## config.mk

```make
export PLATFORM = sky130hd
export DESIGN_NAME = avgp_ctrl
export DESIGN_NICKNAME = d
export VERILOG_FILES = /design/src/design/avg_pool_window_forward_top_assert.svh /design/src/design/avgp_pkg.sv /design/src/design/avgp_ctrl.sv
export SDC_FILE = /design/constraint.sdc
export NUM_CORES = 1
export LEC_CHECK = 0
export ABC_AREA = 1
export BUFFER_PORTS_ARGS = -buffer_cell sky130_fd_sc_hd__clkbuf_2
export CAP_MARGIN = 20
export CORE_AREA = 2 2 39 41
export CTS_CLUSTER_DIAMETER = 100
export DETAILED_ROUTE_END_ITERATION = 8
export DIE_AREA = 0 0 41 43
export SYNTH_ARGS = -nofsm -noshare
export SYNTH_HDL_FRONTEND = slang
export SYNTH_SLANG_ARGS = --single-unit
```

## constraint.sdc

```tcl
create_clock -name i_clk -period 1.4 [get_ports i_clk]
set_input_delay 0.07 -clock i_clk [delete_from_list [all_inputs] [get_ports i_clk]]
set_output_delay 0.07 -clock i_clk [all_outputs]
set_load 0.005 [all_outputs]
```

## src/design/avg_pool_window_forward_top_assert.svh

```systemverilog
// Assertion helpers used by the datapath (avgp_dp).
`ifndef AVG_POOL_WINDOW_FORWARD_TOP_ASSERT_SVH
`define AVG_POOL_WINDOW_FORWARD_TOP_ASSERT_SVH

// Property that must hold at every clock edge out of reset.
`define AVGP_ASSERT(lbl, prop, msg) \
    lbl: assert property (@(posedge i_clk) disable iff (!i_rst_n) (prop)) else $error(msg);

// Antecedent in one cycle implies consequent in the next.
`define AVGP_ASSERT_NEXT(lbl, ante, cons, msg) \
    lbl: assert property (@(posedge i_clk) disable iff (!i_rst_n) (ante) |=> (cons)) \
        else $error(msg);

`endif

```

## src/design/avgp_pkg.sv

```systemverilog
package avgp_pkg;

    localparam int MAX_WIDTH   = 64;
    localparam int MAX_HEIGHT  = 64;
    localparam int MAX_WINDOW  = 8;
    localparam int SAMPLE_BITS = 16;

    localparam int STORE_DEPTH = MAX_WIDTH * MAX_HEIGHT;
    localparam int ADDR_W      = $clog2(STORE_DEPTH);
    localparam int CNT_W       = ADDR_W + 1;
    localparam int WIN_IDX_W   = $clog2(MAX_WINDOW);
    // window sum: up to MAX_WINDOW^2 samples
    localparam int ACC_W       = SAMPLE_BITS + 2 * WIN_IDX_W;
    localparam int PROD_W      = ACC_W + 17;

    typedef enum logic {
        ACT_LOAD = 1'b0,
        ACT_EMIT = 1'b1
    } t_action;

    typedef enum logic [2:0] {
        CFG_IN_WIDTH    = 3'd0,
        CFG_IN_HEIGHT   = 3'd1,
        CFG_WINDOW_SIZE = 3'd2,
        CFG_STEP        = 3'd3,
        CFG_PADDING     = 3'd4,
        CFG_OUT_WIDTH   = 3'd5,
        CFG_OUT_HEIGHT  = 3'd6,
        CFG_SCALE       = 3'd7
    } t_cfg_idx;

    typedef struct packed {
        logic load_wr;  // store the incoming pixel
        logic start;    // latch window origin, clear sum
        logic scan;     // issue one window read
        logic mul;      // scale the sum
        logic post;     // load the output register
        logic misuse;   // result is an error item
    } t_cmd;

    typedef struct packed {
        logic full;
        logic last_cell;
        logic out_free;
    } t_sts;

endpackage

```

## src/design/avgp_ctrl.sv

```systemverilog
module avgp_ctrl (
    input  logic            i_clk,
    input  logic            i_rst_n,
    input  logic            i_in_valid,
    input  logic            i_action,
    input  avgp_pkg::t_sts  i_sts,
    output logic            o_in_ready,
    output avgp_pkg::t_cmd  o_cmd
);
    import avgp_pkg::*;

    typedef enum logic [2:0] {
        ST_IDLE,
        ST_SETUP,
        ST_SCAN,
        ST_DRAIN,
        ST_MUL,
        ST_POST
    } t_state;

    t_state r_state, n_state;
    logic   r_misuse, n_misuse;
    logic   accept;
    logic   is_emit;

    assign accept     = (r_state == ST_IDLE) && i_in_valid;
    assign is_emit    = (t_action'(i_action) == ACT_EMIT);
    assign o_in_ready = (r_state == ST_IDLE);

    always_comb begin
        n_state  = r_state;
        n_misuse = r_misuse;
        unique case (r_state)
            ST_IDLE: begin
                if (accept) begin
                    if (is_emit && i_sts.full) begin
                        n_state  = ST_SETUP;
                        n_misuse = 1'b0;
                    end else if (is_emit || i_sts.full) begin
                        n_state  = ST_POST;
                        n_misuse = 1'b1;
                    end
                end
            end
            ST_SETUP: n_state = ST_SCAN;
            ST_SCAN: begin
                if (i_sts.last_cell) begin
                    n_state = ST_DRAIN;
                end
            end
            ST_DRAIN: n_state = ST_MUL;
            ST_MUL:   n_state = ST_POST;
            ST_POST: begin
                if (i_sts.out_free) begin
                    n_state = ST_IDLE;
                end
            end
            default: n_state = ST_IDLE;
        endcase
    end

    always_ff @(posedge i_clk) begin
        if (!i_rst_n) begin
            r_state  <= ST_IDLE;
            r_misuse <= 1'b0;
        end else begin
            r_state  <= n_state;
            r_misuse <= n_misuse;
        end
    end

    always_comb begin
        o_cmd.load_wr = accept && !is_emit && !i_sts.full;
        o_cmd.start   = (r_state == ST_SETUP);
        o_cmd.scan    = (r_state == ST_SCAN);
        o_cmd.mul     = (r_state == ST_MUL);
        o_cmd.post    = (r_state == ST_POST) && i_sts.out_free;
        o_cmd.misuse  = r_misuse;
    end

endmodule

```

==> summary.txt <==
Clock network
  • H-tree levels: 1
  • Root Buffer: clkbuf_4
  • CTS Hold Bufs: 0
  • CTS Sinks: 4
  • Post CTS Setup Buffer Count: 0
  • CTS tree: done
  • Reg clk slew, reported paths: 0.04 ns
  • Max clock buf depth: 2
  • Cts bufs inserted: 3
  • Worst skew pair latency: roughly 0.23 ns
  • Post-CTS Resized: 0

Setup path
  • Worst-path maximum fanout: 5
  • Worst stage delay on the critical path: 0.33 ns
  • R2R cell count: 6
  • Critical path's top delay family: simple AND/OR/NAND/NOR gates
  • Crit path launch type: register
  • Crit path required time: approximately 1.3 ns
  • WP depth: 6
  • Crit-path cells: inv_1 > nand2_2 > nor2_4 > nand2_1 > nor2_1 > clkbuf_2
  • Crit end category: primary output
  • Worst Path Buf+Inv: 2
  • Worst EP arrival: 1.17 ns
  • Critical path class: reg2out
  • Max stage delay cell, worst path: dfxtp_1

Placed design
  • GP Congestion: approximately 0.73
  • Placed cell count: approximately 80
  • # port buffers: 13
  • Post-DP HPWL: about 580 µm

Job
  • Maxcap violations: 0

Drt
  • Initial DRC count: 14
  • Post-DR vias/cell: ~4.3
  • Antenna Nets Post-Route: 0
  • Avg WL per Cell: 8.07 µm
  • Drt first pass iters: 4
  • Total wire length: between 600 and 700 µm
  • Routed vias: ~370
  • DRC: 0

Timing
  • Relative slew margins: 79.2%
  • RSZ-0062 raised after global routing: no
  • Worst Tran Pin Value: around 0.31 ns
  • Setup violations, final: 0
  • Worst hold slack: between 0.07 and 0.08 ns
  • Slew Viols, Final: 0
  • Tcrit/Tclk final: between 80% and 90%
  • Achievable Freq: a little over 800 MHz
  • Final min period: between 1 and 1.5 ns
  • Fin. Hold Viols: 0
  • Setup TNS: 0 ns
  • Clock Skews: about 0.0043 ns

Power and ir drop
  • Overall Power: 0.796 mW
  • Pwr dens: roughly 2000 nW/µm²
  • Peak VDD IR: ~0.42 mV
  • Pleak: between 0.2 and 0.25 nW

Yosys
  • Synth top area cells: dfxtp_1 (26%), nor2_1 (19%), inv_1 (12%)
  • Yosys top cell area share: between 20% and 30%
  • Syn nets: 62
  • Post-synthesis cell area: around 310 µm²
  • Seq/Total Area, Yosys: between 20% and 30%
  • Largest area contributor in the netlist: dfxtp_1
  • Synthesis Warnings: 0
  • Synth cell types: 14
  • Mapped Cells: 55
  • Mean area per synthesized cell: 5.62 µm²
  • #FFs+latches synth: 4

Cells and area
  • Fillers: 165
  • Share of layout cells above drive strength 1: 29.0%
  • Area of the multi-input gates: about 170 µm²
  • Layout overhead on the synthesized area: 28.7%
  • ANT cells: 0
  • Seq. cell area: around 80 µm²
  • Nets@finish: 78
  • Final Non-Filler Cells: 85

GRT
  • First-pass GRT wire length: between 1000 and 1500 µm
  • Antenna violations before repair: 0
  • Largest net degree at the start of global routing: 9
  • Vias in the first global route: between 300 and 400
  • GRT Resource Usage Total: under 10%
  • Total gr overflow: 0

Die
  • # rows: 14
  • Die H: around 43 µm
  • Die W: approximately 41 µm
  • Count of pins on the block boundary: 14
  • Initial Utilization: about 22%
  • Core Box Area: between 1000 and 1500 µm²
  • Die ar.: 1760 µm²

Outcome
  • Status: complete, no violations

Min path
  • Worst hold path type: in2reg
  • Worst hold stages: 3
-- metrics by stage --
step,area [µm²],setup slack [ns],utilization [%]
CTS,398,0.134,28.8
global placement,375,0.334,27.1
finish,398,0.165,28.8
global route,398,0.0557,28.8
detailed placement,375,0.326,27.1
floorplan,309,0.428,-
-- cell usage in the layout, fill, tap and decap left out --
master	Yosys	final
inv_2	1	1
nand4_1	1	1
dfxtp_1	4	4
nor2_1	16	16
inv_1	10	10
nor3_1	4	4
nand2_2	2	2
nand3_1	2	2
o21ai_0	1	1
nand2_1	9	9
clkbuf_4	0	3
clkbuf_2	0	13
a21oi_1	2	2
nor2_4	1	1
-- metal layers --
metal	routed length, µm	up-vias	GRT usage [%]
met3	44	2	4.71
met4	14	0	6.00
met5	0	-	0
li1	-	196	-
met2	353	14	15.3
met1	273	155	9.27
-- synth_stat cells --
cell / count
a21oi_1: 2
buf_4: 1
buf_6: 1
dfxtp_1: 4
inv_1: 10
inv_2: 1
nand2_1: 9
nand2_2: 2
nand3_1: 2
nand4_1: 1
nor2_1: 16
nor2_4: 1
nor3_1: 4
o21ai_0: 1
-- path summary, 6_finish.rpt --
kind / start / endpoint / slack [ns]
setup / recovery: r_state[0] / o_cmd[5] / 0.16
setup reg to reg: r_state[2] / r_state[2] / 0.33
hold / removal: i_rst_n / r_state[1] / 0.08
hold reg to reg: r_misuse / r_misuse / 0.49
-- cell families after synthesis --
family,count (synthesis),synth area share [%]
buf+inv,13,19.4
compound gates,3,4.86
simple gates,35,49.8
flops,4,25.9
-- worst register-to-register path, cell delays in order, from the launching register on --
cell and delay [ns]:
dfxtp_1 0.49, nand2_1 0.13, nor2_1 0.10, nand2_1 0.08, nand2_1 0.06, nor2_1 0.04
a21oi_1 0.11
-- sequential cells by signal (all words and copies together), names as in the netlist --
signal	cells
r_state	3
r_misuse	1
-- layout make-up --
cell class,instances,area share (%)
Multi-Input combinational cell,38,42.5
Sequential cell,4,20.1
Timing Repair Buffer,13,16.4
Inverter,11,10.4
Clock buffer,3,5.66
Tap cell,16,5.03
-- report_power, final --
group          internal, mW  switching (mW)
sequential            0.163          0.0756
clock                0.0958          0.0454
combinational         0.177           0.239
No activity file was read; power rests on OpenSTA's default activity.
